[src/rtl/ltib_pkg.sv]
// Package for the layer texture index batcher.
// Holds sizes, codes, the sequencer state type and the structs passed between modules.
// No dependencies.
package ltib_pkg;

  localparam int unsigned TILES        = 64;
  localparam int unsigned TILE_W       = 6;
  localparam int unsigned SCAN_W       = TILE_W + 1;
  localparam int unsigned LAYERS       = 4;
  localparam int unsigned LAYER_W      = 2;
  localparam int unsigned CODE_W       = 8;
  localparam int unsigned WORD_W       = LAYERS * CODE_W;
  localparam int unsigned TEX_CNT_W    = 5;
  localparam int unsigned MAX_TEXTURES = 16;
  localparam int unsigned INDEX_W      = 8;
  localparam int unsigned BEFORE_W     = 9;
  localparam int unsigned MATCH_W      = 7;
  localparam int unsigned START_W      = 11;
  localparam int unsigned COUNT_W      = 9;

  localparam logic FUNC_LOAD  = 1'b0;
  localparam logic FUNC_QUERY = 1'b1;

  typedef enum logic [1:0] {
    ST_IDLE,
    ST_COUNT,
    ST_EMIT,
    ST_EMPTY
  } state_e;

  // What one lane found for the tile under inspection.
  typedef struct packed {
    logic prior;
    logic hit;
  } lane_res_t;

  typedef struct packed {
    logic clear;
    logic accum;
  } merge_ctrl_t;

endpackage

[src/rtl/ltib_ram.sv]
// Generic single-port-write, single-port-read RAM with registered read data.
// No dependencies.
module ltib_ram #(
  parameter int unsigned WIDTH = 32,
  parameter int unsigned DEPTH = 64
) (
  input  logic                     clk_i,
  input  logic                     we_i,
  input  logic [$clog2(DEPTH)-1:0] waddr_i,
  input  logic [WIDTH-1:0]         wdata_i,
  input  logic                     re_i,
  input  logic [$clog2(DEPTH)-1:0] raddr_i,
  output logic [WIDTH-1:0]         rdata_o
);

  logic [WIDTH-1:0] mem_q [DEPTH];

  always_ff @(posedge clk_i) begin
    if (we_i) begin
      mem_q[waddr_i] <= wdata_i;
    end
    if (re_i) begin
      rdata_o <= mem_q[raddr_i];
    end
  end

endmodule

[src/rtl/ltib_lane.sv]
// One lane of the tile scan: classifies the code of one layer of the current tile.
// Depends on ltib_pkg.
module ltib_lane (
  input  logic [ltib_pkg::LAYER_W-1:0]   lane_idx_i,
  input  logic [ltib_pkg::CODE_W-1:0]    code_i,
  input  logic [ltib_pkg::LAYER_W-1:0]   query_layer_i,
  input  logic [ltib_pkg::CODE_W-1:0]    query_texture_i,
  input  logic [ltib_pkg::TEX_CNT_W-1:0] tex_count_i,
  output ltib_pkg::lane_res_t            res_o
);
  import ltib_pkg::*;

  logic nonzero;
  logic lower_layer;
  logic same_layer;

  assign nonzero     = (code_i != '0);
  assign lower_layer = (lane_idx_i < query_layer_i);
  assign same_layer  = (lane_idx_i == query_layer_i);

  // A code counts towards earlier groups if it sits on a lower layer and is a
  // texture in use, or on the queried layer with a smaller texture.
  assign res_o.prior = nonzero &&
                       ((lower_layer && (code_i <= CODE_W'(tex_count_i))) ||
                        (same_layer && (code_i < query_texture_i)));
  assign res_o.hit   = nonzero && same_layer && (code_i == query_texture_i);

endmodule

[src/rtl/ltib_merge.sv]
// Merging stage: sums the lane findings into the prefix count and the match count.
// Depends on ltib_pkg.
module ltib_merge (
  input  logic                          clk_i,
  input  logic                          rst_ni,
  input  ltib_pkg::merge_ctrl_t         ctrl_i,
  input  logic                          data_valid_i,
  input  ltib_pkg::lane_res_t           lane_i [ltib_pkg::LAYERS],
  output logic                          hit_o,
  output logic [ltib_pkg::BEFORE_W-1:0] before_o,
  output logic [ltib_pkg::MATCH_W-1:0]  matches_o
);
  import ltib_pkg::*;

  logic [BEFORE_W-1:0] before_q, before_d;
  logic [MATCH_W-1:0]  matches_q, matches_d;
  logic [BEFORE_W-1:0] tile_before;

  always_comb begin
    tile_before = '0;
    hit_o       = 1'b0;
    for (int i = 0; i < LAYERS; i++) begin
      tile_before = tile_before + BEFORE_W'(lane_i[i].prior);
      hit_o       = hit_o | lane_i[i].hit;
    end
  end

  always_comb begin
    before_d  = before_q;
    matches_d = matches_q;
    if (ctrl_i.clear) begin
      before_d  = '0;
      matches_d = '0;
    end else if (ctrl_i.accum && data_valid_i) begin
      before_d  = before_q + tile_before;
      matches_d = matches_q + MATCH_W'(hit_o);
    end
  end

  always_ff @(posedge clk_i or negedge rst_ni) begin
    if (!rst_ni) begin
      before_q  <= '0;
      matches_q <= '0;
    end else begin
      before_q  <= before_d;
      matches_q <= matches_d;
    end
  end

  assign before_o  = before_q;
  assign matches_o = matches_q;

endmodule

[src/rtl/layer_texture_index_batcher_unit.sv]
// Top level of the layer texture index batcher.
// Depends on ltib_pkg, ltib_ram, ltib_lane and ltib_merge.
//
// Usage:
//   Items enter on start while busy is low. A load (func 0) writes the four
//   layer codes of one tile into the tile store and gives no result; busy
//   stays low. A query (func 1) raises busy and, if its texture is in range,
//   scans the store. The first pass reads one tile per cycle, four lanes
//   classify its layer codes, and the merging stage accumulates the prefix
//   and match counts. The second pass reads the tiles again and presents one
//   result for every matching tile, in tile order, with res_valid_o high for
//   exactly one cycle. A query with no matching tile, or with a texture out of
//   range, gives a single empty result. The last result of a query has last_o
//   set. The time a query with a valid texture takes is bound by the single
//   read port of the tile store; an invalid texture gives its empty result
//   through the ST_EMPTY state and the registered result outputs. A run of
//   matching results ends no later than the last busy cycle; an empty result
//   is presented in the first cycle after busy falls.
//   The receiver cannot stall; results are not held back.
//   Configuration: cfg_data_i writes texture_count whenever cfg_valid_i is
//   high; cfg_ready_o is always high. Reset clears the register and marks
//   every tile as empty through per-tile valid bits, so no clearing pass runs.
module layer_texture_index_batcher_unit (
  input  logic                             clk_i,
  input  logic                             rst_ni,
  input  logic                             start,
  output logic                             busy,
  input  logic                             func_i,
  input  logic [ltib_pkg::TILE_W-1:0]      tile_number_i,
  input  logic [ltib_pkg::CODE_W-1:0]      code_layer0_i,
  input  logic [ltib_pkg::CODE_W-1:0]      code_layer1_i,
  input  logic [ltib_pkg::CODE_W-1:0]      code_layer2_i,
  input  logic [ltib_pkg::CODE_W-1:0]      code_layer3_i,
  input  logic [ltib_pkg::LAYER_W-1:0]     query_layer_i,
  input  logic [ltib_pkg::CODE_W-1:0]      query_texture_i,
  input  logic                             cfg_valid_i,
  output logic                             cfg_ready_o,
  input  logic [ltib_pkg::TEX_CNT_W-1:0]   cfg_data_i,
  output logic                             res_valid_o,
  output logic [ltib_pkg::INDEX_W-1:0]     index_a_o,
  output logic [ltib_pkg::INDEX_W-1:0]     index_b_o,
  output logic [ltib_pkg::INDEX_W-1:0]     index_c_o,
  output logic [ltib_pkg::INDEX_W-1:0]     index_d_o,
  output logic [ltib_pkg::INDEX_W-1:0]     index_e_o,
  output logic [ltib_pkg::INDEX_W-1:0]     index_f_o,
  output logic [ltib_pkg::START_W-1:0]     face_start_o,
  output logic [ltib_pkg::COUNT_W-1:0]     face_count_o,
  output logic                             empty_res_o,
  output logic                             last_o
);
  import ltib_pkg::*;

  state_e state_q, state_d;

  logic [TEX_CNT_W-1:0] tex_count_q;
  logic [TEX_CNT_W-1:0] eff_count;
  logic [LAYER_W-1:0]   layer_q;
  logic [CODE_W-1:0]    texture_q;
  logic [TILES-1:0]     tile_valid_q;
  logic [SCAN_W-1:0]    scan_q, scan_d;
  logic                 data_v_q;
  logic [TILE_W-1:0]    tile_q;
  logic                 rd_valid_q;
  logic [MATCH_W-1:0]   emit_cnt_q, emit_cnt_d;

  logic                 accept;
  logic                 load_acc;
  logic                 query_acc;
  logic                 tex_ok;
  logic                 rd_en;
  logic                 pass_done;
  logic                 emit_hit;
  logic                 emit_empty;
  merge_ctrl_t          mctrl;

  logic [WORD_W-1:0]    wdata;
  logic [WORD_W-1:0]    rdata;
  logic [WORD_W-1:0]    word;
  lane_res_t            lane_res [LAYERS];
  logic                 hit;
  logic [BEFORE_W-1:0]  prior_cnt;
  logic [MATCH_W-1:0]   match_cnt;
  logic [INDEX_W-1:0]   base;
  logic [START_W-1:0]   start_val;
  logic [COUNT_W-1:0]   count_val;

  assign accept    = start && !busy;
  assign load_acc  = accept && (func_i == FUNC_LOAD);
  assign query_acc = accept && (func_i == FUNC_QUERY);
  assign busy      = (state_q != ST_IDLE);

  assign eff_count = (tex_count_q > TEX_CNT_W'(MAX_TEXTURES)) ?
                     TEX_CNT_W'(MAX_TEXTURES) : tex_count_q;
  assign tex_ok    = (query_texture_i != '0) &&
                     (query_texture_i <= CODE_W'(eff_count));

  assign pass_done = (scan_q == SCAN_W'(TILES)) && !data_v_q;

  // Configuration register.
  assign cfg_ready_o = 1'b1;
  always_ff @(posedge clk_i or negedge rst_ni) begin
    if (!rst_ni) begin
      tex_count_q <= '0;
    end else if (cfg_valid_i && cfg_ready_o) begin
      tex_count_q <= cfg_data_i;
    end
  end

  // Next state.
  always_comb begin
    state_d = state_q;
    unique case (state_q)
      ST_IDLE: begin
        if (query_acc) begin
          state_d = tex_ok ? ST_COUNT : ST_EMPTY;
        end
      end
      ST_COUNT: begin
        if (pass_done) begin
          state_d = (match_cnt == '0) ? ST_EMPTY : ST_EMIT;
        end
      end
      ST_EMIT: begin
        if (pass_done) begin
          state_d = ST_IDLE;
        end
      end
      ST_EMPTY: state_d = ST_IDLE;
      default:  state_d = ST_IDLE;
    endcase
  end

  // Sequencer outputs.
  always_comb begin
    rd_en       = 1'b0;
    mctrl.clear = 1'b0;
    mctrl.accum = 1'b0;
    emit_hit    = 1'b0;
    emit_empty  = 1'b0;
    unique case (state_q)
      ST_IDLE:  mctrl.clear = 1'b1;
      ST_COUNT: begin
        rd_en       = (scan_q < SCAN_W'(TILES));
        mctrl.accum = 1'b1;
      end
      ST_EMIT: begin
        rd_en    = (scan_q < SCAN_W'(TILES));
        emit_hit = data_v_q && hit;
      end
      ST_EMPTY: emit_empty = 1'b1;
      default:  mctrl.clear = 1'b1;
    endcase
  end

  always_comb begin
    scan_d = scan_q;
    if (state_d != state_q) begin
      scan_d = '0;
    end else if (rd_en) begin
      scan_d = scan_q + SCAN_W'(1);
    end
  end

  assign emit_cnt_d = (state_q == ST_IDLE) ? '0 :
                      (emit_hit ? emit_cnt_q + MATCH_W'(1) : emit_cnt_q);

  always_ff @(posedge clk_i or negedge rst_ni) begin
    if (!rst_ni) begin
      state_q      <= ST_IDLE;
      scan_q       <= '0;
      data_v_q     <= 1'b0;
      emit_cnt_q   <= '0;
      tile_valid_q <= '0;
      rd_valid_q   <= 1'b0;
    end else begin
      state_q    <= state_d;
      scan_q     <= scan_d;
      data_v_q   <= rd_en;
      emit_cnt_q <= emit_cnt_d;
      if (load_acc) begin
        tile_valid_q[tile_number_i] <= 1'b1;
      end
      if (rd_en) begin
        rd_valid_q <= tile_valid_q[scan_q[TILE_W-1:0]];
      end
    end
  end

  always_ff @(posedge clk_i) begin
    if (query_acc) begin
      layer_q   <= query_layer_i;
      texture_q <= query_texture_i;
    end
    if (rd_en) begin
      tile_q <= scan_q[TILE_W-1:0];
    end
  end

  // Tile store: layer 0 in the low byte. Every tile number names a tile.
  assign wdata = {code_layer3_i, code_layer2_i, code_layer1_i, code_layer0_i};

  ltib_ram #(
    .WIDTH (WORD_W),
    .DEPTH (TILES)
  ) u_store (
    .clk_i   (clk_i),
    .we_i    (load_acc),
    .waddr_i (tile_number_i),
    .wdata_i (wdata),
    .re_i    (rd_en),
    .raddr_i (scan_q[TILE_W-1:0]),
    .rdata_o (rdata)
  );

  // A tile never loaded since reset reads as all layers empty.
  assign word = rd_valid_q ? rdata : '0;

  for (genvar g = 0; g < LAYERS; g++) begin : g_lane
    ltib_lane u_lane (
      .lane_idx_i      (LAYER_W'(g)),
      .code_i          (word[g*CODE_W +: CODE_W]),
      .query_layer_i   (layer_q),
      .query_texture_i (texture_q),
      .tex_count_i     (eff_count),
      .res_o           (lane_res[g])
    );
  end

  ltib_merge u_merge (
    .clk_i        (clk_i),
    .rst_ni       (rst_ni),
    .ctrl_i       (mctrl),
    .data_valid_i (data_v_q),
    .lane_i       (lane_res),
    .hit_o        (hit),
    .before_o     (prior_cnt),
    .matches_o    (match_cnt)
  );

  // Six indices per matching tile.
  assign base      = {tile_q, 2'b00};
  assign start_val = (START_W'(prior_cnt) << 2) + (START_W'(prior_cnt) << 1);
  assign count_val = (COUNT_W'(match_cnt) << 2) + (COUNT_W'(match_cnt) << 1);

  always_ff @(posedge clk_i or negedge rst_ni) begin
    if (!rst_ni) begin
      res_valid_o <= 1'b0;
    end else begin
      res_valid_o <= emit_hit || emit_empty;
    end
  end

  always_ff @(posedge clk_i) begin
    if (emit_hit) begin
      index_a_o    <= base;
      index_b_o    <= base + INDEX_W'(1);
      index_c_o    <= base + INDEX_W'(2);
      index_d_o    <= base + INDEX_W'(1);
      index_e_o    <= base + INDEX_W'(3);
      index_f_o    <= base + INDEX_W'(2);
      face_start_o <= start_val;
      face_count_o <= count_val;
      empty_res_o  <= 1'b0;
      last_o       <= ((emit_cnt_q + MATCH_W'(1)) == match_cnt);
    end else if (emit_empty) begin
      index_a_o    <= '0;
      index_b_o    <= '0;
      index_c_o    <= '0;
      index_d_o    <= '0;
      index_e_o    <= '0;
      index_f_o    <= '0;
      face_start_o <= '0;
      face_count_o <= '0;
      empty_res_o  <= 1'b1;
      last_o       <= 1'b1;
    end
  end

endmodule

[config.mk]
export PLATFORM = sky130hd
export DESIGN_NAME = layer_texture_index_batcher_unit
export DESIGN_NICKNAME = d
export VERILOG_FILES = /design/src/rtl/ltib_pkg.sv /design/src/rtl/ltib_ram.sv /design/src/rtl/ltib_lane.sv /design/src/rtl/ltib_merge.sv /design/src/rtl/layer_texture_index_batcher_unit.sv
export SDC_FILE = /design/constraint.sdc
export NUM_CORES = 2
export LEC_CHECK = 0
export ABC_AREA = 1
export BUFFER_PORTS_ARGS = -buffer_cell sky130_fd_sc_hd__buf_2
export CAP_MARGIN = 10
export CORE_MARGIN = 2
export CORE_UTILIZATION = 24
export CTS_CLUSTER_DIAMETER = 100
export DETAILED_ROUTE_END_ITERATION = 6
export PLACE_DENSITY = 0.43
export SLEW_MARGIN = 20
export SYNTH_ARGS = -nofsm -noshare
export SYNTH_HDL_FRONTEND = slang
export SYNTH_HIERARCHICAL = 1
export SYNTH_SLANG_ARGS = --single-unit
[constraint.sdc]
create_clock -name clk_i -period 12.7 [get_ports clk_i]
set_clock_uncertainty 0.2 [all_clocks]
set_input_delay 1.905 -clock clk_i [delete_from_list [all_inputs] [get_ports clk_i]]
set_output_delay 1.905 -clock clk_i [all_outputs]
set_load 0.05 [all_outputs]
# Word level (Yosys, flattened, before mapping)
# Memories as Yosys holds them, arrays and structs flattened. A register that Yosys moved wholly into a read port is not among the register bits.
# Cells that the tools add are included.
[word_totals]
ff_bits = 172
ramBits = 2048
inputBits = 58
out_inout_bits = 73
elab_cells = 158
memories = 1
[memory_table]
columns = ["name", "depth", "width", "rd", "rd_clocked_by_memory_dff", "write_ports", "line", "rtl"]
rows = [
  ["u_store.mem_q", 64, 32, 1, 1, 1, "ltib_ram.sv:16", "logic [WIDTH-1:0] mem_q [DEPTH];"],
]
[op_classes]
n_addsub = 12
order_cmp = 18
eq_ne = 13
muxes = 39
bitwise_logic = 5
n_reduce_logical = 49
[op_table]
columns = ["op", "n"]
rows = [
  ["64-bit OR", 1],
  ["8-bit two-way mux", 6],
  ["7-bit two-way mux", 6],
  ["8-bit by 5-bit less-or-equal comparator with 1-bit output", 5],
  ["8-bit nonzero test", 5],
  ["9-bit two-way mux", 4],
  ["8-bit == test", 4],
  ["8-bit < comparator", 4],
  ["32-bit two-way mux", 1],
  ["1-bit logical AND", 28],
  ["11-bit two-way mux", 2],
  ["9-bit by 1-bit adder with 9-bit output", 2],
  ["8-bit by 2-bit adder with 8-bit output, second input constant", 2],
  ["7-bit by 1-bit adder with 7-bit output, second input constant", 2],
  ["6-bit by 7-bit < comparator with 1-bit output, second input constant", 2],
  ["1-bit two-way mux", 12],
  ["11-bit by 10-bit adder with 11-bit output", 1],
  ["2-bit nonzero test", 5],
  ["9-bit by 8-bit adder with 9-bit output", 1],
  ["9-bit adder", 1],
  ["8-bit by 1-bit adder with 8-bit output, second input constant", 1],
  ["2-bit two-way mux", 4],
  ["2-bit one-hot mux with 4 select lines", 1],
  ["7-bit by 1-bit adder with 7-bit output", 1],
  ["23 further kinds", 35],
]

# Longest topological paths before layout
[logic_depth]
ltp_word = 12
mapped_depth = 27
ltp_nobuf = 25

# Modules after synthesis
# Netlist, hierarchy kept.
[by_module_without_submodules]
columns = ["mod", "n_inst", "cells_each", "area_each_um2"]
rows = [
  ["ltib_ram", 1, 6769, 83058.4],
  ["layer_texture_index_batcher_unit", 1, 837, 7159.4],
  ["ltib_lane", 4, 75, 457.9],
  ["ltib_merge", 1, 114, 977.2],
]

# Worst setup path before layout
# Ideal clock, no wire load.
[synth_timing]
kind = "input-to-reg"
from = "in start"
to = "mem u_store.mem_q[48][0], enable pin"
setup_time_ns = 0.502
t_arrival_ns = 5.837
required_time_ns = 11.998
setup_slack_ns = 6.161
path_stages = 5
cell_sequence = "nand2_1 > nor2_2 > clkbuf_1 > nand4_1 > nor4_1"
[synth_between]
elab_chain_cells = 4
[synth_rtl]
columns = ["item", "line", "rtl"]
rows = [
  ["start: declaration", "layer_texture_index_batcher_unit.sv:26", "input logic start,"],
  ["1-bit logical AND", "layer_texture_index_batcher_unit.sv:87", "assign accept = start && !busy;"],
  ["1-bit logical AND", "layer_texture_index_batcher_unit.sv:88", "assign load_acc = accept && (func_i == FUNC_LOAD);"],
  ["named net load_acc", "layer_texture_index_batcher_unit.sv:67", "logic load_acc;"],
  ["1-bit two-way mux", "ltib_ram.sv:19", "if (we_i) begin"],
  ["1-bit two-way mux (not written as such)", "ltib_ram.sv:20", "mem_q[waddr_i] <= wdata_i;"],
  ["end: declaration", "ltib_ram.sv:16", ""],
]
# The timed path passes the listed nets, and every way through them passes these cells.

# Final worst setup path
[layout_timing]
from = "reg scan_q[0]"
to = "reg u_store.rdata_o[12], read port of u_store.mem_q (data pin)"
[layout_between]
elab_chain_cells = 2
[layout_rtl]
columns = ["item", "line", "rtl"]
rows = [
  ["start: declaration", "layer_texture_index_batcher_unit.sv:60", "logic [SCAN_W-1:0] scan_q, scan_d;"],
  ["start signal: assignment", "layer_texture_index_batcher_unit.sv:177", "scan_q <= scan_d;"],
  ["7-bit < comparator", "layer_texture_index_batcher_unit.sv:143, layer_texture_index_batcher_unit.sv:147", ""],
  ["1-bit two-way mux", "--", ""],
  ["end: declaration", "ltib_ram.sv:13", "output logic [WIDTH-1:0] rdata_o"],
]
# Several ways; a longest one is shown, not always the timed one.
# A chain may end at the register's enable or synchronous reset.

==> summary.txt <==
Layout
  • Final #Nets: 8200
  • Fill count: about 40000
  • Commonest cells after routing, fill and taps aside: nand2_1 (2507), edfxtp_1 (2122), nand3_1 (1976), inv_1 (241), clkbuf_16 (236)
  • Commonest non-fill, non-tap cell in the layout: nand2_1
  • Reg area: roughly 66000 um^2
  • Layout cell share with drive strength beyond 1: under 10%
  • Multi-input logic area: 23480 um^2
  • Final cell count without fillers: 13410
  • P&R area growth vs syn: 14.55%

Timing
  • Fmax: around 180 MHz
  • Slew HR: roughly a fifth
  • Post-route setup TNS: 0 ns
  • Final hold violations: 0
  • Fin crit share: between 40 and 50%
  • Setup ws final: just over 7 ns
  • Hold_ws: roughly 0.25 ns
  • Worst Max-Slew Pin Slew: around 1.2 ns
  • RSZ-0062 raised after global routing: false
  • Final Slew Violations: 0
  • Minimum clock period: between 5 and 6 ns
  • Final setup viols: 0

Power
  • Switching pwr: between 3 and 4 mW
  • Int Power: 11.80 mW
  • Combinational power share: roughly 1.5%
  • Leak: ~38 nW
  • Clock share of power: between 40 and 50%
  • VDD IR max: 110.9 uV
  • Seq pwr share: between 50 and 60%
  • Switching Fraction: around a fifth
  • Pwr Density: between 100 and 150 nW/um^2

Synthesis
  • Post-Synth Simple-Gate Area: approximately 22%
  • Largest family of logic cells by synthesized area: simple AND/OR/NAND/NOR gates
  • Sequential area share after synthesis: a little under three quarters
  • Distinct cells, synth: 50
  • Mean Syn Cell Area: 11.60 um^2
  • Post-synthesis compound-gate area fraction: roughly 1.1%
  • EDFF count, synth: between 2000 and 2500
  • Synthesized area: just over 90000 um^2
  • Async SR Flop Fraction: ~4.7%
  • Synthesis warning total: 6
  • Post-Synthesis Cells: 8020
  • Synth Area in XOR/XNOR: less than 1%
  • Ys flop type: edfxtp_1
  • Adder-cell share of the synthesized area: under 10%
  • Mux share of post-synthesis cell area: 0%
  • Synth Register Bits: around 2200

Floorplanning
  • FP Rows: ~230
  • Die H: about 630 um
  • Core box area: 385700 um^2
  • I/O pins: roughly 130
  • Die X: 626.6 um
  • Die ar.: approximately 390000 um^2
  • Initial Util: 24.12%

Global route
  • First-pass GRT wire length: ~440000 um
  • Total grt overflow: 0
  • Largest net degree at the start of global routing: about 150
  • Initial antenna violation count: 21
  • Vias in the first global route: 59990
  • Tot GR Track Use: between 15 and 20%

Critical path
  • Crit path DAT: between 6 and 7 ns
  • Worst Path Max Fanout: 70
  • Type of origin of the critical path: register
  • Critical path type: register to register
  • Crit end category: register
  • CP Data Required Time: approximately 13 ns

Route
  • Drt pass-1 iters: 6
  • WL final: 313900 um
  • Drt via density: ~4.6
  • DRC viols: 0
  • Routed WL per cell: ~23 um
  • Vias: roughly 62000
  • Post-route ant nets: 0
  • DRT iter0 DRCs: between 6000 and 7000

Clock network
  • Clk buf depth: 4
  • Setup Fix Bufs, Post-CTS: 0
  • CTS tree: done
  • Clk sinks: 2227
  • Cts repair resizes: 0
  • Clock latency on the worst-skew pair: 0.94 ns
  • CTS root buf: clkbuf_16
  • Clk slew on worst S/H paths: approximately 0.06 ns
  • H-tree lvl count: 4
  • Cts hold-fix bufs: 0
  • CTS buffer count: 235

Job
  • Max-cap violations: 0

Place
  • DP Wirelength: roughly 170000 um
  • Cells after DPL: between 10000 and 15000
  • Pre-CTS WS: 7.189 ns
  • GP Congestion: about 0.80
  • Port-buffer cells: ~120

Worst hold path
  • Hold Crit Class: register to register

Run status
  • Status: finished, final reports clean
-- per-layer routing --
metal	wire [um]	vias up	GRT usage (%)	share of wire, %
li1	-	28170	-	-
met1	140400	31250	21.89	45
met2	139000	2268	24.23	44
met3	26020	376	3.282	8.3
met4	8538	4	4.279	2.7
met5	21	-	0	0.0067
-- layout make-up --
type | instances | share of cell area [%]
Antenna cell | 7 | 0.01644
Clock buffer | 291 | 5.811
Inverter | 271 | 0.9956
Tap cell | 5175 | 6.076
Sequential cell | 2227 | 62.27
Timing Repair Buffer | 290 | 1.850
Multi-Input combinational cell | 5020 | 22.03
Clock inverter | 126 | 0.9440
-- worst max-delay path, stage by stage (launching register included) --
cell and delay, ns:
dfrtp_4 0.91, buf_4 0.70, buf_4 0.69, buf_4 0.78, buf_4 0.73, nand2_1 0.13, nand3_1 0.13, nand3_1 0.12
nand3_1 0.13, nand3_1 0.13, nand2_1 0.12, nand2_1 0.21, nand2_1 0.15
-- sequential cells by signal, summed over array words and instances (netlist names) --
signal,flops
data_v_q,1
emit_cnt_q,7
empty_res_o,1
face_count_o,8
face_start_o,10
index_a_o,1
index_e_o,6
last_o,1
layer_q,2
rd_valid_q,1
res_valid_o,1
scan_q,7
state_q,2
tex_count_q,5
texture_q,8
tile_q,6
tile_valid_q,64
u_merge/before_o,9
u_merge/matches_o,7
u_store/mem_q,2048
u_store/rdata_o,32
-- logic make-up after synthesis --
logic type,Yosys count
XOR/XNOR,12
AO/OA/AOI/OAI,184
adder cells (fa/ha/maj),97
flip-flops,2227
other,2
AND/OR/NAND/NOR,4710
buffers and inverters,788
-- metrics by stage --
step / cell area (um^2) / total power, mW / utilization (%)
floorplan: 93080 / 8.236 / -
global placement: 99300 / 8.417 / 25.75
detailed placement: 99350 / 8.422 / 25.76
CTS: 106500 / 15.07 / 27.63
global route: 106600 / 15.36 / 27.63
finish: 106600 / 14.92 / 27.63
-- synthesized netlist by cell type, types with 3 or more instances --
library cell | instances | share of area (%)
xor2_1 | 9 | 0.085
a21oi_1 | 50 | 0.27
nand2_1 | 2507 | 10
buf_4 | 89 | 0.72
xnor2_1 | 3 | 0.028
clkbuf_1 | 86 | 0.35
ha_1 | 92 | 1.2
nor3_1 | 12 | 0.065
a21oi_2 | 5 | 0.047
nor2_4 | 6 | 0.073
inv_1 | 244 | 0.98
nor4_1 | 9 | 0.061
fa_1 | 5 | 0.11
o22ai_1 | 5 | 0.034
o21ai_0 | 64 | 0.34
nor3_2 | 5 | 0.054
nand4_1 | 27 | 0.18
nor2_2 | 15 | 0.10
nand2_4 | 3 | 0.036
buf_1 | 40 | 0.16
buf_6 | 6 | 0.073
nand2_2 | 8 | 0.054
o21ai_1 | 19 | 0.10
nor4_2 | 5 | 0.067
nand3_2 | 6 | 0.065
nand3_1 | 1976 | 11
inv_2 | 23 | 0.093
o211ai_1 | 17 | 0.14
edfxtp_1 | 2122 | 68
inv_4 | 3 | 0.020
buf_2 | 294 | 1.6
nor2_1 | 124 | 0.50
o21bai_1 | 18 | 0.15
dfrtp_1 | 104 | 2.8
-- final timing paths --
kind                                                   from                            end  slack, ns  cells past startpoint
max in group asynchronous                            rst_ni          scan_q[2]$_DFFE_PN0P_      10.09                      2
worst min register to register  tile_valid_q[3]$_DFFE_PN0P_    tile_valid_q[3]$_DFFE_PN0P_       0.25                      2
worst max register to register        scan_q[0]$_DFFE_PN0P_  u_store/rdata_o[12]$_DFFE_PP_       7.08                     12
worst max-delay path                  scan_q[0]$_DFFE_PN0P_  u_store/rdata_o[12]$_DFFE_PP_       7.08                     12
min in group asynchronous                            rst_ni    tile_valid_q[0]$_DFFE_PN0P_       0.84                      1
worst min-delay path            tile_valid_q[3]$_DFFE_PN0P_    tile_valid_q[3]$_DFFE_PN0P_       0.25                      2
-- power by group through the flow --
stage                     Sequential [mW]  Clock [mW]  Combinational, mW
after floorplan                      8.19           0             0.0438
after global placement               8.19           0              0.223
after detailed placement             8.19           0              0.228
after CTS                            8.04        6.81              0.229
after global routing                 8.03        7.08              0.245
final                                8.04        6.65              0.227
Power figures use the tool's default switching activity.
